--- src/rtl/bmm_pkg.sv ---
`default_nettype none

package bmm_pkg;

	// Field widths fixed by the interface
	localparam int IDX_W     = 10;
	localparam int VAL_W     = 16;
	localparam int DIM_W     = 5;
	localparam int LAY_W     = 3;
	localparam int PROD_W    = 2 * VAL_W;
	localparam int SUM_W     = 40;
	localparam int CFG_IDX_W = 2;

	// Index decomposition runs two quotient bits per cycle
	localparam int DIV_STEPS = IDX_W / 2;
	localparam int DIV_CNT_W = $clog2(DIV_STEPS);

	// Queue between front and back
	localparam int QUEUE_DEPTH = 2;
	localparam int QPTR_W      = (QUEUE_DEPTH > 1) ? $clog2(QUEUE_DEPTH) : 1;
	localparam int QCNT_W      = $clog2(QUEUE_DEPTH + 1);

	typedef enum logic [1:0] {
		OP_WRITE_A = 2'd0,
		OP_WRITE_B = 2'd1,
		OP_COMPUTE = 2'd2
	} op_t;

	typedef enum logic [CFG_IDX_W-1:0] {
		CFG_INNER  = 2'd0,
		CFG_ROWS   = 2'd1,
		CFG_COLS   = 2'd2,
		CFG_LAYERS = 2'd3
	} cfg_reg_t;

	typedef enum logic [1:0] {
		K_WRITE_A,
		K_WRITE_B,
		K_CALC
	} kind_t;

	// Effective shape after clamping
	typedef struct packed {
		logic [DIM_W-1:0] inner;
		logic [DIM_W-1:0] rows;
		logic [DIM_W-1:0] cols;
		logic [LAY_W-1:0] layers;
	} dims_t;

	// One classified transaction handed from front to back
	typedef struct packed {
		kind_t            kind;
		logic [IDX_W-1:0] idx;
		logic [VAL_W-1:0] value;
		logic [IDX_W-1:0] a_base;
		logic [IDX_W-1:0] b_base;
	} queue_entry_t;

	typedef enum logic [2:0] {
		F_IDLE,
		F_DIV_COL,
		F_DIV_ROW,
		F_BASE_A,
		F_BASE_B,
		F_PUSH
	} front_state_t;

	typedef enum logic [1:0] {
		B_IDLE,
		B_RUN,
		B_DRAIN
	} back_state_t;

endpackage

`default_nettype wire

--- src/rtl/bmm_queue.sv ---
`default_nettype none

module bmm_queue (
	input  wire logic                  clk,
	input  wire logic                  arst_n,
	input  wire logic                  push,
	input  wire bmm_pkg::queue_entry_t push_entry,
	output logic                       full,
	input  wire logic                  pop,
	output bmm_pkg::queue_entry_t      head,
	output logic                       empty
);

	bmm_pkg::queue_entry_t             entries_q [bmm_pkg::QUEUE_DEPTH];
	logic [bmm_pkg::QPTR_W-1:0]        wr_ptr_q;
	logic [bmm_pkg::QPTR_W-1:0]        rd_ptr_q;
	logic [bmm_pkg::QCNT_W-1:0]        count_q;

	localparam logic [bmm_pkg::QPTR_W-1:0] PTR_LAST = bmm_pkg::QPTR_W'(bmm_pkg::QUEUE_DEPTH - 1);
	localparam logic [bmm_pkg::QCNT_W-1:0] CNT_FULL = bmm_pkg::QCNT_W'(bmm_pkg::QUEUE_DEPTH);

	assign full  = (count_q == CNT_FULL);
	assign empty = (count_q == '0);
	assign head  = entries_q[rd_ptr_q];

	// Store pushed entries
	always_ff @(posedge clk) begin
		if (push) begin
			entries_q[wr_ptr_q] <= push_entry;
		end
	end

	// Advance pointers and occupancy
	always_ff @(posedge clk or negedge arst_n) begin
		if (!arst_n) begin
			wr_ptr_q <= '0;
			rd_ptr_q <= '0;
			count_q  <= '0;
		end else begin
			if (push) begin
				wr_ptr_q <= (wr_ptr_q == PTR_LAST) ? '0 : wr_ptr_q + 1'b1;
			end
			if (pop) begin
				rd_ptr_q <= (rd_ptr_q == PTR_LAST) ? '0 : rd_ptr_q + 1'b1;
			end
			if (push && !pop) begin
				count_q <= count_q + 1'b1;
			end else if (pop && !push) begin
				count_q <= count_q - 1'b1;
			end
		end
	end

endmodule

`default_nettype wire

--- config.mk ---
export PLATFORM = sky130hd
export DESIGN_NAME = bmm_queue
export DESIGN_NICKNAME = d
export VERILOG_FILES = /design/src/rtl/bmm_pkg.sv /design/src/rtl/bmm_queue.sv
export SDC_FILE = /design/constraint.sdc
export NUM_CORES = 1
export LEC_CHECK = 0
export ABC_AREA = 1
export BUFFER_PORTS_ARGS = -buffer_cell sky130_fd_sc_hd__clkbuf_2
export CAP_MARGIN = 10
export CORE_UTILIZATION = 45
export CTS_CLUSTER_SIZE = 24
export DETAILED_ROUTE_END_ITERATION = 16
export GPL_ROUTABILITY_DRIVEN = 0
export PLACE_DENSITY = 0.82
export SYNTH_ARGS = -nofsm -noshare
export SYNTH_HDL_FRONTEND = slang
export SYNTH_SLANG_ARGS = --single-unit
--- constraint.sdc ---
create_clock -name clk -period 3.95 [get_ports clk]
set_input_delay 0.395 -clock clk [delete_from_list [all_inputs] [get_ports clk]]
set_output_delay 0.395 -clock clk [all_outputs]
set_load 0.005 [all_outputs]
Word-level counts from Yosys, hierarchy flattened --
Memories as Yosys holds them, arrays and structs flattened. Index checks and enable logic that the tools add are counted.
Storage, ports and cells: memories kept 1, bits in registers 4, bits of input ports 52, bits in writable memories 96, logic and storage cells 21, memory bits (read-only) 0, latch bits 0
Memories:
- entries_q | words 2, bits a word 48, rd ports 1, clocked after Yosys merged registers in 0, wr ports 1, RTL line bmm_queue.sv:14 | bmm_pkg::queue_entry_t entries_q [bmm_pkg::QUEUE_DEPTH];
Operators by class: reductions and logical operators 6, shifts and indexed selects 0, $add $sub $neg 4, $mul 0, equal/unequal tests 1, mux-type cells 6, divide/modulo/power cells 0, bitwise logic cells 0, order comparisons 0
Operator list (number):
- two-way mux 1 bit | 4
- two-way mux 2 bit | 2
- adder 1 bit, second input constant | 2
- adder 2 x 1 -> 2 bit, second input constant | 1
- equality test 2 bit, second input constant | 1
- logical AND 1 bit | 2
- zero test 1 bit | 2
- zero test 2 bit | 1
- nonzero test 2 bit | 1
- subtractor 2 x 1 -> 2 bit, second input constant | 1

Depth between registers and ports, before layout --
Gate-level depths: netlist of run 1.
depth after elaboration 4, depth in mapped cells 7, mapped depth without buffers 7

Worst setup path before layout of run 1 --
No wires, ideal clock.
path kind input to register, start input port push, end memory entries_q[0][0] in the netlist's numbering, enable pin, data required time 3.495 ns, setup slack 1.044 ns, arrival time 2.452 ns, buffers on the path 0, stages 2, path through inv_1 -> nor2_1
Between the ends: longest elaborated chain between the ends 2
RTL lines:
- start: declaration | RTL line bmm_queue.sv:6 | input wire logic push,
- two-way mux 1 bit | RTL line bmm_queue.sv:28 | if (push) begin
- two-way mux 1 bit (not written as such) | RTL line bmm_queue.sv:29 | entries_q[wr_ptr_q] <= push_entry;
- end: declaration | RTL line bmm_queue.sv:14
No other way between the ends.

==> impl_results.md, run 1 <==
* Status: complete, no violations
* Final Setup Violations at 0
* Crit path time final at 2.24 ns
* Pwr dens at 647 mW/mm²
* FF+latch count, synth at 100
* Grt ovf at 0
* Critical Path Slowest Stage Cell: dfrtp_2
* Slew @ Worst Pin at 1.06 ns
* Setup TNS at 0 ns
* Crit-path max FO at 29
* Syn Area/Cell at 21.4 µm²
* CTS Root Cell: clkbuf_8
* Pre-CTS setup slack at 1.82 ns
* Post-Route Utilization at 57.8%
* Pin count of the biggest net entering global routing at 50
* Post-Synthesis Cell Area at 0.00372 mm²
* Hold Vio Cnt, Final at 0
* Clock Skew at 0.00823 ns
* First-pass GRT wire length at 8800 µm
* Final WL at 5690 µm
* Initial DRC count at 63
* Hold Crit Depth at 1
* Number of CTS-inserted buffers at 9
* Vias after detailed routing at 1882
* Met2 Use GR at 24.3%
* Unrepaired setup endpoints after global routing: no
* Largest family of logic cells by synthesized area: multiplexers
* Worst setup SP type: register
* TritonRoute pass-1 iters at 4
* Req. time, crit path at 3.56 ns
* Max-slew headroom at 29.5%
* Die height at 92.9 µm
* Library cells used by synthesis at 15
* Initial core utilization at 47.4%
* Hold_sp: push_entry[33]
* CORE AREA at 0.00785 mm²
* Final Worst Setup Slack at 1.71 ns
* CTS Buffer Depth at 2
* RR Startpoint: wr_ptr_q$_DFFE_PN0P_
* Fin crit share at 56.6%
* Chip width at 92.9 µm
* Slew Viols, Final at 0
* P_leak at 1.79 nW
* # IOs at 102
* Xor/xnor share of the synthesized area at 0.707%
* Ranking of synthesized cells by area: edfxtp_1 78%, mux2_2 12%, mux2_4 4.0%, dfrtp_1 2.7%, inv_1 0.71%
* Initial antenna violation count at 0
* Reg-to-reg setup timing slack at 2.17 ns
* Worst-Skew Late Latency at 0.35 ns
* GR peak layer: met2
* Critical path endpoint category: output port
* Leading area contributor after synthesis: edfxtp_1
* FILL cells at 638
* ANT cells at 0
* FP Rows at 32
* Met1 Use GR at 15.8%
* Clk sink count at 100
* Clock-pin transition on the worst setup and hold timing paths at 0.09 ns
* TritonCTS clock tree: done
* Crit-path cells: buf_12 > mux2_2 > clkbuf_2
* Fmax at 447 MHz
* Number of global-route vias before repair at 1967
* Sequential area share after synthesis at 80.3%
* Worst ir drop on vdd at 409 µV
* Arr. time, crit path at 1.84 ns
* Gr usage total at 13.9%
* Hold Crit Class: input pin to register
* Routed wire per std cell at 14.6 µm
* Adder-cell share of the synthesized area at 0.337%
* WP buf/inv at 2
* Yosys synthesis warning count at 0
* Most frequent cells in the layout: 101 x clkbuf_2, 96 x edfxtp_1, 38 x mux2_2, 10 x mux2_4, 9 x clkbuf_8
* Nets at 337
* Routed Antenna Nets at 0
* # Max-Cap Violations at 0
* Port bufs at 101
* Area delta synth->final at 22.1%
* WS Path Type: register to output port
* Mapped Nets at 227
* Hold Path Sink: entries_q[1][33]$_DFFE_PP_
* H-Tree Level Count at 3
* Vias/cell at 4.81
* Worst reg2reg path depth at 2
* Layout cells sized above 1 at 58.5%
* Synth Area in Simple Gates at 1.11%
* Detailed Place HPWL at 3700 µm
* Largest incremental delay on the critical path at 0.72 ns
* Most common cell after layout, fill and taps aside: clkbuf_2
* Post-Syn Instances at 174
* Die footprint at 0.00863 mm²
* Post-synthesis compound-gate area fraction at 0%
* R2r endpoint: entries_q[0][12]$_DFFE_PP_
* CP delay by family, top: flip-flops
* Post-synth top area share at 77.6%
* Mux share of post-synthesis cell area at 15.6%
* Post-route DRC at 0
* M3 GR Usage at 3.28%
[timing repair]
action                                  in CTS  in global routing
gates resized for setup                      0                  0
endpoints found under the setup margin       0                  0
setup buffers                                0                  0
hold buffers                                 1                  0
endpoints found under the hold margin        4                  0
[cell families after synthesis]
kind of cell             after synthesis
adder cells (fa/ha/maj)                1
multiplexers                          48
XOR/XNOR                               3
AND/OR/NAND/NOR                       10
flip-flops                           100
buffers and inverters                 12
[synth_stat cells, drive strengths merged]
| library cell | n |
|---|---|
| ha | 1 |
| dfrtp | 4 |
| buf | 5 |
| nor2 | 3 |
| edfxtp | 96 |
| inv | 7 |
| xnor2 | 1 |
| mux2 | 48 |
| xor2 | 2 |
| nand3 | 1 |
| nand2 | 5 |
| nand4 | 1 |
[report_power, final]
group	switching, mW	total, mW	internal, mW
clock	0.330	0.619	0.289
sequential	0.101	1.51	1.41
combinational	0.363	0.807	0.445
total	0.794	2.94	2.14
[state kept, by name (all words and copies together) (netlist names)]
register / flops
entries_q: 96
count_q: 2
rd_ptr_q: 1
wr_ptr_q: 1
[final cells by class]
cell class	instances	area, µm²	area share, %
clock inverters	7	67.6	1.49
inverters	7	26.3	0.579
clock buffers	9	124	2.73
well taps	102	128	2.81
repair buffers	104	543	12.0
multi-input cells	62	666	14.7
flip-flops and latches	100	2980	65.8
[metrics by stage]
stage                     area (µm²)  hold slack [ns]  std cells  power [mW]
after floorplan                 3720           0.0994        174        2.04
after global placement          4320            0.206        373        2.33
after detailed placement        4320            0.206        373        2.35
after CTS                       4520            0.204        390        2.97
after global routing            4540            0.208        391        3.10
final                           4540            0.225        391        2.94
[routing by layer]
layer / up-vias / part of all wire [%]
li1: 888 / -
met1: 911 / 41
met4: 0 / 1.9
met3: 11 / 5.5
met5: - / 0
met2: 72 / 52
[how the worst max path moves through the flow]
stage | cells after the start | from | to
detailed placement | 2 | rd_ptr_q$_DFFE_PN0P_ | head[37]
CTS | 2 | rd_ptr_q$_DFFE_PN0P_ | head[37]
finish | 3 | rd_ptr_q$_DFFE_PN0P_ | head[37]
global placement | 2 | rd_ptr_q$_DFFE_PN0P_ | head[37]
global route | 3 | rd_ptr_q$_DFFE_PN0P_ | head[5]
floorplan | 2 | push | entries_q[0][0]$_DFFE_PP_
(Power assumes the default switching activity.)
==> run 2: changes to the inputs <==
clock period = 2.2 ns   (was 3.95 ns; I/O delays follow)
==> impl_results.md, run 2 (same netlist as run 1, synthesis figures left out) <==
* Layout cells sized above 1 at 58.6% (+0.084 points)
* Register with the highest flop count: entries_q
* Number of CTS-inserted buffers at 9 (unchanged)
* # Max-Cap Violations at 0 (unchanged)
* Register share of total power at 49.6% (-1.9 points)
* Worst setup SP type: register
* Final WL at 5790 µm (+1.6%)
* Gr usage total at 13.8% (-0.082 points)
* Final Worst Setup Slack at 0.462 ns (-1.25 ns)
* ANT cells at 0 (unchanged)
* Crit-path max FO at 49 (+69%)
* Grt ovf at 0 (unchanged)
* Clock-pin transition on the worst setup and hold timing paths at 0.09 ns (about the same)
* Slew @ Worst Pin at 0.406 ns (-0.650 ns)
* CTS Buffer Depth at 2 (unchanged)
* Routed wire per std cell at 14.7 µm (+0.86%)
* CORE AREA at 0.00785 mm² (unchanged)
* P_int at 3.89 mW (+81%)
* CP endpoint: head[37]
* Critical path endpoint category: output port
* Port bufs at 101 (unchanged)
* Crit path time final at 1.74 ns
* Setup TNS at 0 ns (unchanged)
* Max-slew headroom at 72.9% (+43 points)
* Req. time, crit path at 1.98 ns (-1.58 ns)
* Initial DRC count at 64 (+1.6%)
* Area delta synth->final at 23.1%
* First-pass GRT wire length at 8790 µm (about the same)
* Clock Skew at 0.00686 ns (-0.00137 ns)
* Die footprint at 0.00863 mm² (unchanged)
* Max reg flops at 96 (unchanged)
* Initial antenna violation count at 0 (unchanged)
* Worst reg2reg path depth at 3 (+1)
* Arr. time, crit path at 1.52 ns (-0.32 ns)
* P_leak at 1.81 nW (+1.2%)
* Clk sink count at 100 (unchanged)
* Vias/cell at 4.80 (-0.23%)
* Pwr dens at 1160 mW/mm² (+79%)
* Gate power share at 29.5% (+2.0 points)
* WS Path Type: register to output port
* Hold Crit Class: input pin to register
* Hold Vio Cnt, Final at 0 (unchanged)
* CTS resizes at 0 (unchanged)
* Met1 Use GR at 16.6% (+0.75 points)
* GR peak layer: met2
* Reg-to-reg setup timing slack at 0.78 ns (-1.39 ns)
* Most common cell after layout, fill and taps aside: clkbuf_2
* Final Setup Violations at 0 (unchanged)
* Crit path from: rd_ptr_q$_DFFE_PN0P_
* Pin count of the biggest net entering global routing at 50 (unchanged)
* Cells after DPL at 377 (+1.1%)
* Met2 Use GR at 23.4% (-0.86 points)
* Final hold slack at 0.0507 ns (-0.174 ns)
* M3 GR Usage at 3.37% (+0.082 points)
* Switching pwr at 1.43 mW (+80%)
* Fin crit share at 79.0%
* Worst-Skew Late Latency at 0.35 ns (about the same)
* Fmax at 575 MHz
* FP Rows at 32 (unchanged)
* Detailed Place HPWL at 3860 µm (+4.1%)
* Vias after detailed routing at 1892 (+0.53%)
* Biggest regs: entries_q: 96 flops, count_q: 2 flops
* TritonRoute pass-1 iters at 4 (unchanged)
* Initial core utilization at 47.4% (unchanged)
* # IOs at 102 (unchanged)
* Most frequent cells in the layout: 101 x clkbuf_2, 96 x edfxtp_1, 38 x mux2_2, 10 x mux2_4, 9 x clkbuf_8
* H-Tree Level Count at 3 (unchanged)
* R2r endpoint: entries_q[1][43]$_DFFE_PP_
* Multi-input gate area at 666 µm² (unchanged)
* CTS Root Cell: clkbuf_8
* Die height at 92.9 µm (unchanged)
* Post-route DRC at 0 (unchanged)
* Status: complete, no violations
* Seq. cell area at 0.00298 mm² (unchanged)
* Nets at 340 (+0.89%)
* RR Startpoint: wr_ptr_q$_DFFE_PN0P_
* Clock power frac at 20.9% (-0.2 points)
* FILL cells at 627 (-1.7%)
* Number of global-route vias before repair at 1910 (-2.9%)
* TritonCTS clock tree: done
* Switching Share at 26.9% (-0.15 points)
* Layout Cells excl Fill at 394 (+0.77%)
* Slew Viols, Final at 0 (unchanged)
* Chip width at 92.9 µm (unchanged)
* Routed Antenna Nets at 0 (unchanged)
* Worst ir drop on vdd at 556 µV (+36%)
* Pre-CTS setup slack at 0.766 ns (-1.06 ns)
* Unrepaired setup endpoints after global routing: no
run 2: changes by cell type in the layout (fill, tap and decap cells not counted):
cell,delta
buf_4,+2
buf_12,+1
clkbuf_1,+1
clkinv_2,-1
clkinvlp_4,-1
inv_6,+1
run 2: how the worst min path moves through the flow:
stage | startpoint | to | slack [ns] | cells after the start
2_1_floorplan | arst_n | count_q[0]$_DFFE_PN0P_ | -0.08 | 0
3_3_place_gp | arst_n | count_q[1]$_DFFE_PN0P_ | 0.04 | 1
3_5_place_dp | arst_n | count_q[1]$_DFFE_PN0P_ | 0.04 | 1
4_1_cts | push_entry[27] | entries_q[1][27]$_DFFE_PP_ | 0.03 | 1
5_1_grt | push_entry[27] | entries_q[0][27]$_DFFE_PP_ | 0.03 | 1
6_report | push_entry[37] | entries_q[0][37]$_DFFE_PP_ | 0.05 | 1
run 2: power groups by stage:
stage	sequential [mW]	combinational [mW]	clock (mW)
after floorplan	2.66	1.00	0
after global placement	2.66	1.59	0
after detailed placement	2.68	1.59	0
after CTS	2.64	1.60	1.15
after global routing	2.67	1.71	1.20
final	2.64	1.57	1.11
run 2: cell type report:
type | count | area share, %
well taps | 102 | 2.79
flip-flops and latches | 100 | 65.3
clock buffers | 10 | 2.79
clock inverters | 6 | 1.40
multi-input cells | 62 | 14.6
repair buffers | 107 | 12.6
inverters | 7 | 0.575
run 2: timing repair:
action	4_1_cts	5_1_grt
endpoints found under the hold margin	4	0
setup buffers	0	0
hold buffers	1	0
run 2: worst max-delay path, cell delays in order (launching register included):
cell      delay, ns
dfrtp_2        0.38
buf_12         0.27
mux2_2         0.38
clkbuf_2       0.11
run 2: per-layer routing:
layer / part of all wire, % / vias up
li1: - / 895
met1: 42 / 921
met2: 52 / 68
met3: 5.8 / 8
met4: 0.45 / 0
met5: 0 / -
run 2: stage by stage:
step	cell area (µm²)	power [mW]	utilization [%]
after global routing	4570	5.58	58.3
final	4570	5.31	58.3
after floorplan	3720	3.66	-
after detailed placement	4370	4.28	55.7
after CTS	4570	5.39	58.3
after global placement	4370	4.25	55.7
==> run 3: changes to the inputs <==
clock period = 1.8 ns   (was 2.2 ns; I/O delays follow)
==> impl_results.md, run 3 (same netlist as run 1, synthesis figures left out) <==
* Slew Viols, Final at 0 (unchanged)
* Slew @ Worst Pin at 0.307 ns (-0.0989 ns)
* Register with the highest flop count: entries_q
* Area delta synth->final at 27.0%
* Final Setup Violations at 0 (unchanged)
* Register share of total power at 49.2% (-0.4 points)
* Final WL at 6020 µm (+4.0%)
* Multi-input gate area at 666 µm² (unchanged)
* Clock Skew at 0.0147 ns (+0.00788 ns)
* Number of CTS-inserted buffers at 9 (unchanged)
* Unrepaired setup endpoints after global routing: no
* Worst setup SP type: register
* Initial core utilization at 47.4% (unchanged)
* Fin crit share at 94.5%
* Arr. time, crit path at 1.52 ns (about the same)
* Routed Antenna Nets at 0 (unchanged)
* Max reg flops at 96 (unchanged)
* Initial antenna violation count at 0 (unchanged)
* P_leak at 1.86 nW (+2.9%)
* CORE AREA at 0.00785 mm² (unchanged)
* Seq. cell area at 0.00298 mm² (unchanged)
* CTS resizes at 0 (unchanged)
* H-Tree Level Count at 3 (unchanged)
* Hold Crit Class: input pin to register
* Crit-path max FO at 49 (unchanged)
* Final hold slack at 0.0215 ns (-0.0292 ns)
* Die footprint at 0.00863 mm² (unchanged)
* Fmax at 588 MHz
* Clk sink count at 100 (unchanged)
* WS Path Type: register to output port
* Die height at 92.9 µm (unchanged)
* Grt ovf at 0 (unchanged)
* Worst ir drop on vdd at 813 µV (+46%)
* Post-route DRC at 0 (unchanged)
* Vias after detailed routing at 1918 (+1.4%)
* Detailed Place HPWL at 3970 µm (+2.9%)
* Vias/cell at 4.74 (-1.4%)
* Initial DRC count at 61 (-4.7%)
* Crit path time final at 1.70 ns
* Req. time, crit path at 1.62 ns (-0.36 ns)
* Biggest regs: entries_q: 96 flops, count_q: 2 flops
* # Post-CTS Setup Buffers at 0 (unchanged)
* Routed wire per std cell at 14.9 µm (+1.2%)
* Most common cell after layout, fill and taps aside: clkbuf_2
* Critical path endpoint category: output port
* # IOs at 102 (unchanged)
* TritonRoute pass-1 iters at 4 (unchanged)
* Layout cells sized above 1 at 56.1% (-2.5 points)
* Final instance area at 0.00472 mm² (+3.2%)
* Switching Share at 26.7% (-0.16 points)
* FILL cells at 617 (-1.6%)
* Max-slew headroom at 79.5% (+6.6 points)
* Clock power frac at 20.3% (-0.6 points)
* Gate power share at 30.5% (+1.0 points)
* Nets at 352 (+3.5%)
* CTS Buffer Depth at 2 (unchanged)
* Gr usage total at 14.6% (+0.85 points)
* Chip width at 92.9 µm (unchanged)
* ANT cells at 0 (unchanged)
* FP Rows at 32 (unchanged)
* Clock-pin transition on the worst setup and hold timing paths at 0.10 ns (about the same)
* Pin count of the biggest net entering global routing at 50 (unchanged)
* First-pass GRT wire length at 9160 µm (+4.2%)
* TritonCTS clock tree: done
* Pwr dens at 1390 mW/mm² (+19%)
* Placed cell area at 0.00441 mm² (+0.86%)
* Worst-Skew Late Latency at 0.35 ns (about the same)
* # Max-Cap Violations at 0 (unchanged)
* Number of global-route vias before repair at 1941 (+1.6%)
* Most frequent cells in the layout: 101 x clkbuf_2, 96 x edfxtp_1, 38 x mux2_2, 13 x dlygate4sd3_1, 10 x mux2_4
* Port bufs at 101 (unchanged)
* Status: complete, no violations
* P_int at 4.80 mW (+23%)
* CTS Root Cell: clkbuf_8
* Switching pwr at 1.75 mW (+23%)
* Hold Vio Cnt, Final at 0 (unchanged)
run 3: cell types whose count changed in the layout (fill, tap and decap cells not counted), sizes merged:
| cell | previous run | this run |
|---|---|---|
| clkinv | 3 | 2 |
| inv | 8 | 7 |
| clkinvlp | 1 | 2 |
| dlygate4sd3 | 1 | 13 |
run 3: area by class of cell:
class                           instances  area share, %
Tap cell                              102           2.70
Multi-Input combinational cell         62           14.1
Timing Repair Buffer                  119           15.6
Sequential cell                       100           63.2
Inverter                                7          0.557
Clock inverter                          5           1.14
Clock buffer                           10           2.70
run 3: path summary, 6_finish.rpt:
kind | slack [ns] | depth (start not counted) | end | startpoint
max | 0.1 | 3 | head[46] | rd_ptr_q$_DFFE_PN0P_
min | 0.02 | 1 | entries_q[1][9]$_DFFE_PP_ | push_entry[9]
max reg2reg | 0.56 | 2 | entries_q[0][11]$_DFFE_PP_ | wr_ptr_q$_DFFE_PN0P_
min reg2reg | 0.53 | 2 | count_q[1]$_DFFE_PN0P_ | count_q[1]$_DFFE_PN0P_
max in group asynchronous | 1.48 | 2 | rd_ptr_q$_DFFE_PN0P_ | arst_n
min in group asynchronous | 0.18 | 2 | count_q[1]$_DFFE_PN0P_ | arst_n
run 3: power by group through the flow:
stage                     sequential, mW  combinational (mW)  clock [mW]
after floorplan                     3.25                1.23           0
after global placement              3.25                1.99           0
after detailed placement            3.28                2.02           0
after CTS                           3.23                2.03        1.37
after global routing                3.27                2.18        1.45
final                               3.22                2.00        1.33
run 3: through the flow:
step                      setup TNS [ns]  setup WS, ns  total power, mW  utilization, %  cells
after floorplan                   -0.359      -0.00747             4.48               -    174
after global routing                   0        0.0332             6.90            60.2    405
after detailed placement               0         0.472             5.30            56.2    377
after CTS                              0        0.0819             6.62            58.9    395
after global placement                 0         0.473             5.24            56.2    377
final                                  0        0.0986             6.55            60.2    405
run 3: routing by layer:
metal	GRT usage (%)	up-vias	part of all wire [%]
li1	-	916	-
met1	17.0	935	42
met2	25.6	60	52
met3	4.60	7	5.1
met4	4.62	0	1.1
met5	0	-	0
run 3: critical path, cell delays in order, from the launching register on:
cell      delay (ns)
dfrtp_2         0.38
buf_12          0.26
mux2_2          0.38
clkbuf_2        0.11
run 3: what timing repair did:
item | 4_1_cts | 5_1_grt
endpoints found under the hold margin | 8 | 16
endpoints found under the setup margin | 0 | 0
hold buffers | 3 | 10
