File: config.mk
export PLATFORM = sky130hd
export DESIGN_NAME = bmm_front
export DESIGN_NICKNAME = d
export VERILOG_FILES = /design/src/rtl/bmm_pkg.sv /design/src/rtl/bmm_front.sv
export SDC_FILE = /design/constraint.sdc
export NUM_CORES = 1
export LEC_CHECK = 0
export BUFFER_PORTS_ARGS = -buffer_cell sky130_fd_sc_hd__buf_2
export CAP_MARGIN = 10
export CORE_MARGIN = 3
export CORE_UTILIZATION = 45
export DETAILED_ROUTE_END_ITERATION = 7
export PLACE_DENSITY_LB_ADDON = 0.08
export SETUP_SLACK_MARGIN = 0.3
export SLEW_MARGIN = 0
export SYNTH_ARGS = -nofsm -noshare
export SYNTH_HDL_FRONTEND = slang
export SYNTH_SLANG_ARGS = --single-unit
File: constraint.sdc
create_clock -name clk -period 9.95 [get_ports clk]
set_input_delay 0.4975 -clock clk [delete_from_list [all_inputs] [get_ports clk]]
set_output_delay 0.4975 -clock clk [all_outputs]
set_load 0.02 [all_outputs]
File: src/rtl/bmm_pkg.sv
`default_nettype none

package bmm_pkg;

	// Field widths fixed by the interface
	localparam int IDX_W     = 10;
	localparam int VAL_W     = 16;
	localparam int DIM_W     = 5;
	localparam int LAY_W     = 3;
	localparam int PROD_W    = 2 * VAL_W;
	localparam int SUM_W     = 40;
	localparam int CFG_IDX_W = 2;

	// Index decomposition runs two quotient bits per cycle
	localparam int DIV_STEPS = IDX_W / 2;
	localparam int DIV_CNT_W = $clog2(DIV_STEPS);

	// Queue between front and back
	localparam int QUEUE_DEPTH = 2;
	localparam int QPTR_W      = (QUEUE_DEPTH > 1) ? $clog2(QUEUE_DEPTH) : 1;
	localparam int QCNT_W      = $clog2(QUEUE_DEPTH + 1);

	typedef enum logic [1:0] {
		OP_WRITE_A = 2'd0,
		OP_WRITE_B = 2'd1,
		OP_COMPUTE = 2'd2
	} op_t;

	typedef enum logic [CFG_IDX_W-1:0] {
		CFG_INNER  = 2'd0,
		CFG_ROWS   = 2'd1,
		CFG_COLS   = 2'd2,
		CFG_LAYERS = 2'd3
	} cfg_reg_t;

	typedef enum logic [1:0] {
		K_WRITE_A,
		K_WRITE_B,
		K_CALC
	} kind_t;

	// Effective shape after clamping
	typedef struct packed {
		logic [DIM_W-1:0] inner;
		logic [DIM_W-1:0] rows;
		logic [DIM_W-1:0] cols;
		logic [LAY_W-1:0] layers;
	} dims_t;

	// One classified transaction handed from front to back
	typedef struct packed {
		kind_t            kind;
		logic [IDX_W-1:0] idx;
		logic [VAL_W-1:0] value;
		logic [IDX_W-1:0] a_base;
		logic [IDX_W-1:0] b_base;
	} queue_entry_t;

	typedef enum logic [2:0] {
		F_IDLE,
		F_DIV_COL,
		F_DIV_ROW,
		F_BASE_A,
		F_BASE_B,
		F_PUSH
	} front_state_t;

	typedef enum logic [1:0] {
		B_IDLE,
		B_RUN,
		B_DRAIN
	} back_state_t;

endpackage

`default_nettype wire

File: src/rtl/bmm_front.sv
`default_nettype none

module bmm_front #(
	parameter int STORE_DEPTH = 1024
) (
	input  wire logic                         clk,
	input  wire logic                         arst_n,
	input  wire bmm_pkg::dims_t               dims,
	input  wire logic                         start,
	output logic                              busy,
	input  wire logic [1:0]                   operation,
	input  wire logic [bmm_pkg::IDX_W-1:0]    flat_index,
	input  wire logic [bmm_pkg::VAL_W-1:0]    element_value,
	input  wire logic                         q_full,
	output logic                              push,
	output bmm_pkg::queue_entry_t             push_entry
);

	localparam logic [bmm_pkg::DIV_CNT_W-1:0] DIV_LAST = bmm_pkg::DIV_CNT_W'(bmm_pkg::DIV_STEPS - 1);

	bmm_pkg::front_state_t              state_q;
	bmm_pkg::front_state_t              state_d;

	logic [bmm_pkg::DIV_CNT_W-1:0]      cnt_q;
	logic [bmm_pkg::DIM_W-1:0]          rem_q;
	logic [bmm_pkg::IDX_W-1:0]          quo_q;
	logic [bmm_pkg::DIM_W-1:0]          div_q;
	logic [bmm_pkg::DIM_W-1:0]          col_q;
	logic [bmm_pkg::IDX_W-1:0]          q1_q;
	logic [bmm_pkg::IDX_W-1:0]          idx_q;
	logic [bmm_pkg::IDX_W-1:0]          a_base_q;
	logic [bmm_pkg::IDX_W-1:0]          lay_in_q;
	logic [bmm_pkg::IDX_W-1:0]          b_base_q;

	logic                               accept;
	logic                               is_write;
	logic                               in_store;
	logic                               div_last;
	logic [bmm_pkg::DIM_W:0]            r1;
	logic [bmm_pkg::DIM_W:0]            r2;
	logic [bmm_pkg::DIM_W-1:0]          r1_sub;
	logic [bmm_pkg::DIM_W-1:0]          rem_next;
	logic                               bit1;
	logic                               bit2;
	logic [bmm_pkg::IDX_W-1:0]          quo_next;

	assign accept   = start && !busy;
	assign is_write = (operation == bmm_pkg::OP_WRITE_A) || (operation == bmm_pkg::OP_WRITE_B);
	assign in_store = (32'(flat_index) < STORE_DEPTH);
	assign div_last = (cnt_q == DIV_LAST);

	// Two restoring division steps per cycle
	always_comb begin
		r1     = {rem_q, quo_q[bmm_pkg::IDX_W-1]};
		bit1   = (r1 >= {1'b0, div_q});
		r1_sub = bit1 ? bmm_pkg::DIM_W'(r1 - {1'b0, div_q}) : r1[bmm_pkg::DIM_W-1:0];
		r2     = {r1_sub, quo_q[bmm_pkg::IDX_W-2]};
		bit2   = (r2 >= {1'b0, div_q});
		rem_next = bit2 ? bmm_pkg::DIM_W'(r2 - {1'b0, div_q}) : r2[bmm_pkg::DIM_W-1:0];
		quo_next = {quo_q[bmm_pkg::IDX_W-3:0], bit1, bit2};
	end

	// Next state
	always_comb begin
		state_d = state_q;
		case (state_q)
			bmm_pkg::F_IDLE: begin
				if (accept && (operation == bmm_pkg::OP_COMPUTE)) begin
					state_d = bmm_pkg::F_DIV_COL;
				end
			end
			bmm_pkg::F_DIV_COL: begin
				if (div_last) begin
					state_d = bmm_pkg::F_DIV_ROW;
				end
			end
			bmm_pkg::F_DIV_ROW: begin
				if (div_last) begin
					// drop a cell beyond the last layer
					if (quo_next < bmm_pkg::IDX_W'(dims.layers)) begin
						state_d = bmm_pkg::F_BASE_A;
					end else begin
						state_d = bmm_pkg::F_IDLE;
					end
				end
			end
			bmm_pkg::F_BASE_A: state_d = bmm_pkg::F_BASE_B;
			bmm_pkg::F_BASE_B: state_d = bmm_pkg::F_PUSH;
			bmm_pkg::F_PUSH: begin
				if (!q_full) begin
					state_d = bmm_pkg::F_IDLE;
				end
			end
			default: state_d = bmm_pkg::F_IDLE;
		endcase
	end

	// Outputs: in-range writes queue at once, computes after classification
	always_comb begin
		busy       = (state_q != bmm_pkg::F_IDLE) || q_full;
		push       = 1'b0;
		push_entry = '{kind: bmm_pkg::K_CALC, idx: idx_q, value: '0,
			a_base: a_base_q, b_base: b_base_q};
		case (state_q)
			bmm_pkg::F_IDLE: begin
				push = accept && is_write && in_store;
				push_entry.kind  = (operation == bmm_pkg::OP_WRITE_A) ?
					bmm_pkg::K_WRITE_A : bmm_pkg::K_WRITE_B;
				push_entry.idx   = flat_index;
				push_entry.value = element_value;
			end
			bmm_pkg::F_PUSH: begin
				push = !q_full;
			end
			default: begin
				push = 1'b0;
			end
		endcase
	end

	always_ff @(posedge clk or negedge arst_n) begin
		if (!arst_n) begin
			state_q <= bmm_pkg::F_IDLE;
		end else begin
			state_q <= state_d;
		end
	end

	// Divider and address base datapath
	always_ff @(posedge clk) begin
		case (state_q)
			bmm_pkg::F_IDLE: begin
				if (accept) begin
					idx_q <= flat_index;
					rem_q <= '0;
					quo_q <= flat_index;
					div_q <= dims.cols;
					cnt_q <= '0;
				end
			end
			bmm_pkg::F_DIV_COL: begin
				if (div_last) begin
					// column is the remainder, restart on the row count
					col_q <= rem_next;
					q1_q  <= quo_next;
					quo_q <= quo_next;
					rem_q <= '0;
					div_q <= dims.rows;
					cnt_q <= '0;
				end else begin
					rem_q <= rem_next;
					quo_q <= quo_next;
					cnt_q <= cnt_q + 1'b1;
				end
			end
			bmm_pkg::F_DIV_ROW: begin
				rem_q <= rem_next;
				quo_q <= quo_next;
				cnt_q <= cnt_q + 1'b1;
			end
			bmm_pkg::F_BASE_A: begin
				a_base_q <= bmm_pkg::IDX_W'(q1_q * dims.inner);
				lay_in_q <= bmm_pkg::IDX_W'(quo_q[bmm_pkg::LAY_W-1:0]) *
					bmm_pkg::IDX_W'(dims.inner);
			end
			bmm_pkg::F_BASE_B: begin
				b_base_q <= bmm_pkg::IDX_W'(lay_in_q * dims.cols + col_q);
			end
			default: begin
				cnt_q <= cnt_q;
			end
		endcase
	end

endmodule

`default_nettype wire

### Yosys cells after proc, flatten, opt, wreduce, memory -nomap -nowiden

Cells that the tools add are included.

* flip-flop bits (word level): 79
* input bits: 50
* output and inout bits: 50
* logic and storage cells: 76

* add/sub/neg operators: 4
* $mul: 3
* magnitude comparators: 3
* equality and inequality tests: 13
* muxes and demuxes: 22
* reductions and logical operators: 20

Operators with widths (number)
* $mux W5: 6
* $mux W28: 1
* $pmux W10 S2: 1
* $mux W3: 6
* $pmux W3 S6: 1
* $pmux W5 S3: 1
* $ge A6 B5 Y1: 2
* $add A10 B5 Y10: 1
* $lt A10 B3 Y1: 1
* $mul A10 B5 Y10: 1
* $mul A8 B5 Y10: 1
* $mux W10: 1
* $ne A2 B2 Y1 const B: 5
* $pmux W5 S2: 1
* $sub A5 B5 Y5: 2
* $eq A3 B3 Y1 const B: 3
* $pmux W3 S3: 1
* $mul A3 B5 Y8: 1
* $reduce_and A2 Y1: 4
* $eq A3 B2 Y1 const B: 2
* $reduce_bool A3 Y1: 2
* $reduce_and A4 Y1: 1
* $reduce_bool A2 Y1: 2
* $add A3 B1 Y3 const B: 1
* 13 further kinds: 17

### Depth between registers and ports, before layout

Gate-level depths: netlist of run 1.

* depth after elaboration: 7
* gate-level depth with buffers: 16
* gate-level depth less buffers: 15

### Worst setup path before layout of run 1

No wires, ideal clock.

* kind: input to register
* from: input port dims[17] in the netlist's numbering
* to: register a_base_q[9] in the netlist's numbering, data pin
* setup time: 0.266 ns
* data arrival time: 3.411 ns
* data required time: 9.684 ns
* setup slack: 6.273 ns
* stages: 11
* path buffers: 1
* cells stage by stage: clkbuf_1 -> nand2_1 -> fa_1 -> fa_1 -> fa_1 -> inv_1 -> ha_1 -> a21oi_1 -> o21ai_0 -> o41ai_1 -> xnor2_1

* cells in the longest elaborated chain, start to end: 1

Ends and longest elaborated chain
* start, declared: line bmm_front.sv:8 `input wire bmm_pkg::dims_t dims,`
* $mul A10 B5 Y10: line bmm_front.sv:162 `a_base_q <= bmm_pkg::IDX_W'(q1_q * dims.inner);`
* end signal, assigned: line bmm_front.sv:162
* end, declared: line bmm_front.sv:31 `logic [bmm_pkg::IDX_W-1:0] a_base_q;`

No other way between the ends.
A chain may end at the register's enable or synchronous reset.

### Worst setup path in the final report of run 1

* from: register quo_q[9] in the netlist's numbering
* to: register rem_q[4] in the netlist's numbering, data pin

* cells in the longest elaborated chain, start to end: 6
* elaborated cells on any way between the ends: 8
* classes of those cells: add/sub (2); order compare (2); mux (4)

Ends and longest elaborated chain
* start, declared: line bmm_front.sv:26 `logic [bmm_pkg::IDX_W-1:0] quo_q;`
* start signal, assigned: line bmm_front.sv:136 `quo_q <= flat_index;`
* start signal, assigned: line bmm_front.sv:146 `quo_q <= quo_next;`
* start signal, assigned: line bmm_front.sv:152 `quo_q <= quo_next;`
* $sub A5 B5 Y5 / $ge A6 B5 Y1 (equally long branches): line bmm_front.sv:56, bmm_front.sv:55
* $mux W5 (*): line bmm_front.sv:56 `r1_sub = bit1 ? bmm_pkg::DIM_W'(r1 - {1'b0, div_q}) : r1[bmm_pkg::DIM_W-1:0];`
* $sub A5 B5 Y5 / $ge A6 B5 Y1 (equally long branches): line bmm_front.sv:59, bmm_front.sv:58
* $mux W5 (*): line bmm_front.sv:59 `rem_next = bit2 ? bmm_pkg::DIM_W'(r2 - {1'b0, div_q}) : r2[bmm_pkg::DIM_W-1:0];`
* $mux W5: line bmm_front.sv:142 `if (div_last) begin`
* $pmux W5 S3 (*): line bmm_front.sv:131 `case (state_q)`
* end signal, assigned: line bmm_front.sv:151 `rem_q <= rem_next;`
* end signal, assigned: line bmm_front.sv:157 `rem_q <= rem_next;`
* end, declared: line bmm_front.sv:25 `logic [bmm_pkg::DIM_W-1:0] rem_q;`

Mark *: on every way between the ends. The rest lies on a longest branch, timed or not.

==> results of run 1 <==
-- state kept, by name, summed over array words and instances, names as in the netlist --
name / flops
a_base_q: 10
b_base_q: 10
div_q: 5
cnt_q: 3
state_q: 3
lay_in_q: 8
col_q: 5
idx_q: 10
q1_q: 10
quo_q: 10
rem_q: 5
-- where the power goes --
part	internal, mW	switching, mW
registers	0.603	0.0901
logic	0.690	0.986
clock network	0.218	0.137
-- repair_timing --
item                                   in CTS  in global routing
hold buffers                                1                  0
buffers inserted                            0                  0
endpoints found under the hold margin       3                  0
-- worst register-to-register path: cells and delay by family (launching register included) --
kind / cells / cell delay [ps]
compound gates: 6 / 1640
fa+ha+maj: 3 / 910
buf+inv: 3 / 210
flops: 1 / 350
mux: 1 / 330
simple gates: 1 / 350
-- per-stage QoR --
step / utilization, % / power, mW / std cells / worst slack [ps]
floorplan: - / 1.975 / 573 / 6273
global placement: 52.66 / 2.340 / 835 / 5928
detailed placement: 52.66 / 2.383 / 835 / 5911
CTS: 55.16 / 2.752 / 852 / 5912
global route: 55.16 / 2.990 / 852 / 5524
finish: 55.16 / 2.724 / 852 / 5871
-- cell type report --
class	instances	area (um^2)	area share, %
flip-flops and latches	79	2357	33.06
multi-input cells	409	3436	48.18
clock buffers	9	225.2	3.158
inverters	71	266.5	3.738
repair buffers	105	543.0	7.615
clock inverters	7	87.58	1.228
well taps	172	215.2	3.018
-- worst max-delay path by stage --
stage / startpoint / cells after the start / to
finish: quo_q[9]$_DFFE_PP_ / 14 / rem_q[4]$_DFFE_PP_
global route: quo_q[9]$_DFFE_PP_ / 14 / rem_q[1]$_DFFE_PP_
CTS: quo_q[9]$_DFFE_PP_ / 14 / rem_q[4]$_DFFE_PP_
detailed placement: quo_q[9]$_DFFE_PP_ / 14 / rem_q[4]$_DFFE_PP_
global placement: quo_q[9]$_DFFE_PP_ / 14 / rem_q[1]$_DFFE_PP_
floorplan: dims[17] / 11 / a_base_q[9]$_DFFE_PN_
-- synthesized netlist by cell type (2+ instances only) --
master	instances
a211oi_1	9
mux2_1	2
nor2_1	18
o211ai_1	2
mux2i_1	2
fa_1	44
nand2b_1	4
nand2_1	77
nor3b_1	2
or2_2	2
o41ai_1	2
a21boi_0	3
clkbuf_1	12
edfxtp_1	76
a21o_1	6
inv_1	70
xnor2_1	24
o21ai_0	6
o21bai_1	2
nor2b_1	3
dfrtp_1	3
nor3_1	8
mux2_2	12
and2_1	71
and3_1	3
xor2_1	8
a21oi_1	27
ha_1	49
a21oi_2	2
o22ai_1	3
o21ai_1	3
-- cell families after synthesis --
logic type / share of synthesized area, %
flops: 38.57
mux: 2.907
xor+xnor: 4.586
fa+ha+maj: 24.45
simple gates: 16.26
buf+inv: 5.364
compound gates: 7.862
-- layer usage --
metal  GRT usage, %  up-vias  share of wire (%)
li1               -     2132                  -
met1          24.51     2075                 46
met2          30.50      109                 48
met3          2.719       21                4.1
met4          7.628        0                2.0
met5              0        -                  0
==> flow_metrics.env, run 1 <==
export IMPL_status="completed"
export IMPL_routed_via_density=5.090
export IMPL_routed_wl_um=12980
export IMPL_hpwl_um=10120
export IMPL_port_buffers=99
export IMPL_crit_path_max_fanout=10
export IMPL_grt_pass1_vias=4407
export IMPL_cpPeakStageDelay_ps=550
export IMPL_path_cells="inv_1 -> ha_1 -> inv_1 -> fa_1 -> a21oi_1 -> o21ai_1 -> a21oi_2 -> mux2i_1 -> inv_1 -> ha_1 -> a41o_1 -> o22ai_1 -> and2_4 -> a211oi_1"
export IMPL_min_path_cells=1
export IMPL_cts_resized=0
export IMPL_rows=41
export IMPL_max_freq_ghz=0.2451
export IMPL_firstDrtPassIters=4
export IMPL_htree_levels=3
export IMPL_cp_top_family="compound AO/OA/AOI/OAI gates"
export IMPL_fillers=1155
export IMPL_syn_inst=573
export IMPL_gp_congestion=0.8810
export IMPL_overflow=0
export IMPL_grt_antenna_before_repair=0
export IMPL_synth_ff_type="edfxtp_1"
export IMPL_die_area_um2=15010
export IMPL_cts_clk_slew_worst_paths_ps=60
export IMPL_synth_area_per_cell_um2=10.66
export IMPL_rsz0062_at_grt="false"
export IMPL_syn_nets=716
export IMPL_drv_slew=0
export IMPL_avgRoutedWirePerCell_um=15.23
export IMPL_p_leak_nw=3.276
export IMPL_critPathLaunchType="register"
export IMPL_criticalPathCategory="reg -> reg"
export IMPL_yosysSeqAreaShare_pct=38.57
export IMPL_power_density_nw_per_um2=382.0
export IMPL_synth_edf_count=76
export IMPL_pin_count=100
export IMPL_setup_violations_final=0
export IMPL_root_buffer="clkbuf_16"
export IMPL_r2r_end="rem_q[4]$_DFFE_PP_"
export IMPL_drt_iter0_drc=186
export IMPL_grt_pass1_wl_um=21520
export IMPL_fin_crit_sh_pct=41.00
export IMPL_hold_end="idx_q[9]$_DFFE_PP_"
export IMPL_drv_cap=0
export IMPL_worst_r2r_cell_count=14
export IMPL_clock_sinks=79
export IMPL_layout_commonest_cell="buf_2"
export IMPL_cts_made_buffers=9
export IMPL_worstSkewPairLatency_ps=350
export IMPL_ant_nets=0
export IMPL_synth_top_cell_by_area="edfxtp_1"
export IMPL_ys_types=49
export IMPL_worst_pin_slew_ps=1056
export IMPL_regToRegSetupSlack_ps=5870
export IMPL_crit_buf_inv=3
export IMPL_die_h_um=122.5
export IMPL_ys_warn_count=0
export IMPL_rr_startpoint="quo_q[9]$_DFFE_PP_"
export IMPL_via_count=4337
export IMPL_syn_to_final_growth_pct=16.69
export IMPL_relSlewSlack_pct=29.61
export IMPL_cpMostUsedCell="inv_1"
export IMPL_fin_crit_ps=4079
export IMPL_hold_viol=0
export IMPL_critical_path_slowest_cell="o22ai_1"
export IMPL_clockBufferDepth=2
export IMPL_worstPathRequired_ps=10010
export IMPL_antenna_cells=0
export IMPL_gr_usage_all_layers_pct=18.49
export IMPL_postLayoutCellArea_um2=7131
export IMPL_yosys_top_cells_area="edfxtp_1, fa_1, ha_1"
export IMPL_core_um2=12930
export IMPL_drc=0
export IMPL_nNetsFinal=818
export IMPL_final_cell_mix="buf_2, nand2_1, edfxtp_1"
export IMPL_timing_setup_tns_ps=0
export IMPL_cts_tree="done"
export IMPL_peakVddDrop_uv=180.6
export IMPL_synth_seq_cells=79
export IMPL_synth_area_um2=6111
export IMPL_drive_above_1_share_pct=20.59
export IMPL_crit_arrival_ps=4140
export IMPL_grt_max_degree=30
export IMPL_hp_start="flat_index[9]"
export IMPL_hold_worst_slack_ps=359.3
export IMPL_critPathCaptureType="register"
export IMPL_clock_skew_ps=5.029
export IMPL_hold_class="in -> reg"
export IMPL_die_w_um=122.5
export IMPL_synthArstFlopShare_pct=3.797
export IMPL_postPlaceCellArea_um2=6808
export IMPL_start_util_pct=47.27
export IMPL_synth_top_area_share_pct=37.35
(Power assumes the default switching activity.)
==> inputs of run 2 (changes only) <==
==> constraint.sdc (replaced) <==
create_clock -name clk -period 4.16 [get_ports clk]
set_input_delay 0.208 -clock clk [delete_from_list [all_inputs] [get_ports clk]]
set_output_delay 0.208 -clock clk [all_outputs]
set_load 0.02 [all_outputs]
==> flow_metrics.env, run 2 (synthesized netlist as in run 1, its figures left out) <==
export IMPL_status="completed"
export IMPL_routed_wl_um=13080
export IMPL_die_area_um2=15010
export IMPL_drt_iter0_drc=256
export IMPL_crit_path_max_fanout=10
export IMPL_drv_slew=0
export IMPL_gr_usage_all_layers_pct=18.55
export IMPL_regToRegSetupSlack_ps=490
export IMPL_r2r_end="rem_q[0]$_DFFE_PP_"
export IMPL_routed_via_density=5.048
export IMPL_port_buffers=99
export IMPL_dpl_worst_slack_ps=66.15
export IMPL_cts_clk_slew_worst_paths_ps=60
export IMPL_worst_r2r_cell_count=14
export IMPL_cp_top_family="compound AO/OA/AOI/OAI gates"
export IMPL_timing_setup_tns_ps=0
export IMPL_pin_count=100
export IMPL_p_int_mw=3.656
export IMPL_power_density_nw_per_um2=926.2
export IMPL_peakVddDrop_uv=501.5
export IMPL_gp_congestion=0.9231
export IMPL_critPathLaunchType="register"
export IMPL_worst_slack_ps=487.0
export IMPL_avgRoutedWirePerCell_um=15.30
export IMPL_critical_path_slowest_cell="fa_1"
export IMPL_postLayoutCellArea_um2=7179
export IMPL_die_h_um=122.5
export IMPL_start_util_pct=47.27
export IMPL_hold_end="idx_q[9]$_DFFE_PP_"
export IMPL_rsz0062_at_grt="true"
export IMPL_final_core_utilization_pct=55.54
export IMPL_p_total_mw=6.649
export IMPL_worstSkewPairLatency_ps=350
export IMPL_crit_arrival_ps=3830
export IMPL_clock_power_share_pct=12.3
export IMPL_switching_power_mw=2.993
export IMPL_hp_start="flat_index[9]"
export IMPL_syn_to_final_growth_pct=17.49
export IMPL_final_cell_mix="buf_2, nand2_1, edfxtp_1"
export IMPL_drc=0
export IMPL_cts_tree="done"
export IMPL_drv_cap=0
export IMPL_critPathCaptureType="register"
export IMPL_ff_latch_area_um2=2357
export IMPL_comb_power_share_pct=62.7
export IMPL_path_cells="inv_1 -> ha_1 -> inv_1 -> fa_1 -> a21oi_2 -> o21ai_1 -> a21oi_2 -> mux2_2 -> fa_1 -> nand2b_1 -> a21oi_2 -> o22ai_4 -> and2_4 -> a211oi_1"
export IMPL_criticalPathCategory="reg -> reg"
export IMPL_rr_startpoint="quo_q[9]$_DFFE_PP_"
export IMPL_grt_max_degree=30
export IMPL_hpwl_um=10160
export IMPL_layout_commonest_cell="buf_2"
export IMPL_firstDrtPassIters=4
export IMPL_overflow=0
export IMPL_clock_sinks=79
export IMPL_worstPathRequired_ps=4320
export IMPL_cpMostUsedCell="a21oi_2"
export IMPL_share_seq_of_total_power_pct=25.0
export IMPL_core_um2=12930
export IMPL_htree_levels=3
export IMPL_hold_viol=0
export IMPL_min_path_cells=1
export IMPL_clock_skew_ps=5.768
export IMPL_drive_above_1_share_pct=22.11
export IMPL_rows=41
export IMPL_grt_pass1_wl_um=21480
export IMPL_setup_violations_final=0
export IMPL_via_count=4316
export IMPL_worst_pin_slew_ps=1111
export IMPL_cts_made_buffers=9
export IMPL_fin_crit_ps=3673
export IMPL_clockBufferDepth=2
export IMPL_crit_buf_inv=2
export IMPL_cpPeakStageDelay_ps=440
export IMPL_hold_class="in -> reg"
export IMPL_postPlaceCellArea_um2=6808
export IMPL_multi_input_area_um2=3476
export IMPL_die_w_um=122.5
export IMPL_antenna_cells=0
export IMPL_ant_nets=0
export IMPL_grt_pass1_vias=4385
export IMPL_relSlewSlack_pct=25.92
export IMPL_fin_crit_sh_pct=88.29
export IMPL_p_leak_nw=3.303
export IMPL_fillers=1164
export IMPL_root_buffer="clkbuf_16"
export IMPL_grt_antenna_before_repair=0
export IMPL_nNetsFinal=821
export IMPL_max_freq_ghz=0.2723
export IMPL_p_sw_share_pct=45.02
## run 2: cell count changes in the layout (fill, tap and decap cells not counted), sizes merged
cell | before | now
inv | 71 | 72
bufinv | 2 | 1
clkinvlp | 1 | 0
clkbuf | 9 | 10
buf | 104 | 107
## run 2: worst max-delay path by stage
stage | start | endpoint | slack, ps | depth (start not counted)
floorplan | quo_q[9]$_DFFE_PP_ | rem_q[0]$_DFFE_PP_ | 520 | 15
global placement | quo_q[9]$_DFFE_PP_ | rem_q[0]$_DFFE_PP_ | 140 | 14
detailed placement | quo_q[9]$_DFFE_PP_ | rem_q[0]$_DFFE_PP_ | 70 | 14
CTS | quo_q[9]$_DFFE_PP_ | rem_q[0]$_DFFE_PP_ | 370 | 14
global route | quo_q[9]$_DFFE_PP_ | rem_q[0]$_DFFE_PP_ | 270 | 14
finish | quo_q[9]$_DFFE_PP_ | rem_q[0]$_DFFE_PP_ | 490 | 14
## run 2: power by group through the flow
stage                     Sequential (mW)  Combinational, mW  Clock, mW
after floorplan                      1.62               3.10          0
after global placement               1.67               3.94          0
after detailed placement             1.68               4.02          0
after CTS                            1.66               4.09      0.836
after global routing                 1.70               4.70      0.869
final                                1.66               4.17      0.819
## run 2: through the flow
| stage | instances | hold slack, ps |
|---|---|---|
| 3_5_place_dp | 835 | 17.15 |
| 3_3_place_gp | 835 | 19.23 |
| 5_1_grt | 855 | 62.25 |
| 2_1_floorplan | 573 | -87.59 |
| 4_1_cts | 854 | 59.42 |
| 6_report | 855 | 67.47 |
## run 2: repair_timing
action / in CTS / in global routing
endpoints found under the setup margin: 14 / 16
hold buffers: 1 / 0
hold endpoints to repair: 3 / 0
pin swaps: 1 / 0
gates resized for setup: 1 / 7
setup buffers: 2 / 1
## run 2: area by class of cell
class | instances | area share [%]
Sequential cell | 79 | 32.83
Timing Repair Buffer | 108 | 7.877
Multi-Input combinational cell | 409 | 48.41
Inverter | 71 | 3.712
Clock buffer | 10 | 3.189
Clock inverter | 6 | 0.9759
Tap cell | 172 | 2.998
## run 2: per-layer routing
metal	GRT usage [%]	up-vias	wire length [um]
met2	30.23	120	6207
met4	6.158	0	196
met5	0	-	0
met3	3.272	14	617
met1	25.20	2052	6058
li1	-	2130	-
==> inputs of run 3 (changes only) <==
==> constraint.sdc (replaced) <==
create_clock -name clk -period 3.8 [get_ports clk]
set_input_delay 0.19 -clock clk [delete_from_list [all_inputs] [get_ports clk]]
set_output_delay 0.19 -clock clk [all_outputs]
set_load 0.02 [all_outputs]
==> flow_metrics.env, run 3 (synthesized netlist as in run 1, its figures left out) <==
export IMPL_via_count=4427
export IMPL_root_buffer="clkbuf_16"
export IMPL_crit_start="quo_q[9]$_DFFE_PP_"
export IMPL_cts_tree="done"
export IMPL_max_freq_ghz=0.2927
export IMPL_hold_class="in -> reg"
export IMPL_routed_via_density=5.100
export IMPL_path_cells="inv_1 -> ha_1 -> inv_1 -> fa_2 -> a21oi_2 -> o21ai_1 -> a21oi_2 -> mux2_4 -> fa_1 -> nand2b_4 -> a21oi_4 -> buf_4 -> xor2_1 -> a21oi_1 -> a211oi_1"
export IMPL_crit_arrival_ps=3600
export IMPL_die_area_um2=15010
export IMPL_ant_nets=0
export IMPL_worstSkewPairLatency_ps=350
export IMPL_drive_above_1_share_pct=27.16
export IMPL_overflow=0
export IMPL_routed_wl_um=13280
export IMPL_htree_levels=3
export IMPL_worst_pin_slew_ps=1201
export IMPL_antenna_cells=0
export IMPL_hpwl_um=9948
export IMPL_fin_crit_sh_pct=89.91
export IMPL_firstDrtPassIters=5
export IMPL_start_util_pct=47.27
export IMPL_drv_slew=0
export IMPL_gp_congestion=0.8609
export IMPL_gr_usage_all_layers_pct=18.50
export IMPL_hp_start="flat_index[4]"
export IMPL_rsz0062_at_grt="true"
export IMPL_critPathLaunchType="register"
export IMPL_drt_iter0_drc=186
export IMPL_setup_violations_final=0
export IMPL_grt_pass1_vias=4560
export IMPL_drv_cap=0
export IMPL_avgRoutedWirePerCell_um=15.30
export IMPL_clock_skew_ps=5.984
export IMPL_die_w_um=122.5
export IMPL_die_h_um=122.5
export IMPL_hold_viol=0
export IMPL_drc=0
export IMPL_core_um2=12930
export IMPL_relSlewSlack_pct=19.96
export IMPL_rr_startpoint="quo_q[9]$_DFFE_PP_"
export IMPL_criticalPathCategory="reg -> reg"
export IMPL_status="completed"
export IMPL_worst_r2r_cell_count=15
export IMPL_grt_max_degree=30
export IMPL_pin_count=100
export IMPL_critPathCaptureType="register"
export IMPL_final_cell_mix="buf_2, edfxtp_1, nand2_1"
export IMPL_cts_made_buffers=9
export IMPL_syn_to_final_growth_pct=22.15
export IMPL_clockBufferDepth=2
export IMPL_cpPeakStageDelay_ps=430
export IMPL_critical_path_slowest_cell="fa_1"
export IMPL_cts_clk_slew_worst_paths_ps=60
export IMPL_port_buffers=99
export IMPL_hold_worst_slack_ps=47.84
export IMPL_grt_pass1_wl_um=21600
export IMPL_min_path_cells=1
export IMPL_rows=41
export IMPL_grt_antenna_before_repair=0
export IMPL_layout_commonest_cell="buf_2"
export IMPL_clock_sinks=79
export IMPL_timing_setup_tns_ps=0
export IMPL_fin_crit_ps=3416
export IMPL_crit_path_max_fanout=3
export IMPL_postPlaceCellArea_um2=6844
export IMPL_nNetsFinal=834
export IMPL_worstPathRequired_ps=3980
export IMPL_postLayoutCellArea_um2=7465
[run 3: cell count changes in the layout (fill, tap and decap cells not counted), sizes merged]
cell,before,now
buf,107,118
and2,72,73
clkbuf,10,9
clkinvlp,0,1
o22ai,3,4
[run 3: repair_timing]
item | in CTS | in global routing
setup endpoints to repair | 8 | 20
hold endpoints to repair | 3 | 0
buffers inserted | 3 | 7
gates resized for setup | 8 | 33
pin swaps | 3 | 29
cloned | 0 | 2
hold buffers | 1 | 0
[run 3: path summary, 6_finish.rpt]
path | slack, ps | end
min in group asynchronous | 170 | state_q[1]$_DFFE_PN0P_
worst min register to register | 480 | q1_q[8]$_DFFE_PP_
worst min-delay path | 50 | idx_q[4]$_DFFE_PP_
worst max register to register | 380 | rem_q[4]$_DFFE_PP_
max in group asynchronous | 3500 | state_q[2]$_DFFE_PN0P_
worst max-delay path | 380 | rem_q[4]$_DFFE_PP_
[run 3: stage by stage]
| step | util [%] | std cells | worst slack [ps] |
|---|---|---|---|
| after floorplan | - | 573 | 318.5 |
| after global routing | 57.74 | 868 | 250.6 |
| after CTS | 55.85 | 858 | 272.3 |
| after detailed placement | 52.94 | 838 | 77.37 |
| final | 57.74 | 868 | 383.5 |
| after global placement | 52.94 | 838 | 180.0 |
[run 3: final cells by class]
cell class | instances | area (um^2)
clock buffers | 9 | 225.2
clock inverters | 7 | 72.57
fillers | 1145 | 5463
inverters | 71 | 266.5
multi-input cells | 411 | 3675
flip-flops and latches | 79 | 2357
well taps | 172 | 215.2
repair buffers | 119 | 653.1
[run 3: critical path: cells and delay by family (launching register included)]
kind	cells	cell delay, ps
mux	1	340
buf+inv	3	300
simple gates	1	170
flops	1	360
xor+xnor	1	190
compound gates	6	910
fa+ha+maj	3	970
[run 3: metal layers]
metal	routed length, um	vias up	track usage, %
met1	5915	2125	23.70
met4	220	0	6.788
met5	0	-	0
met3	581	23	3.226
li1	-	2158	-
met2	6561	121	31.50
Power of run 3 is left out: the tool's default activity adds up to more than one toggle a clock period on the data nets, which glitch-free logic cannot reach.
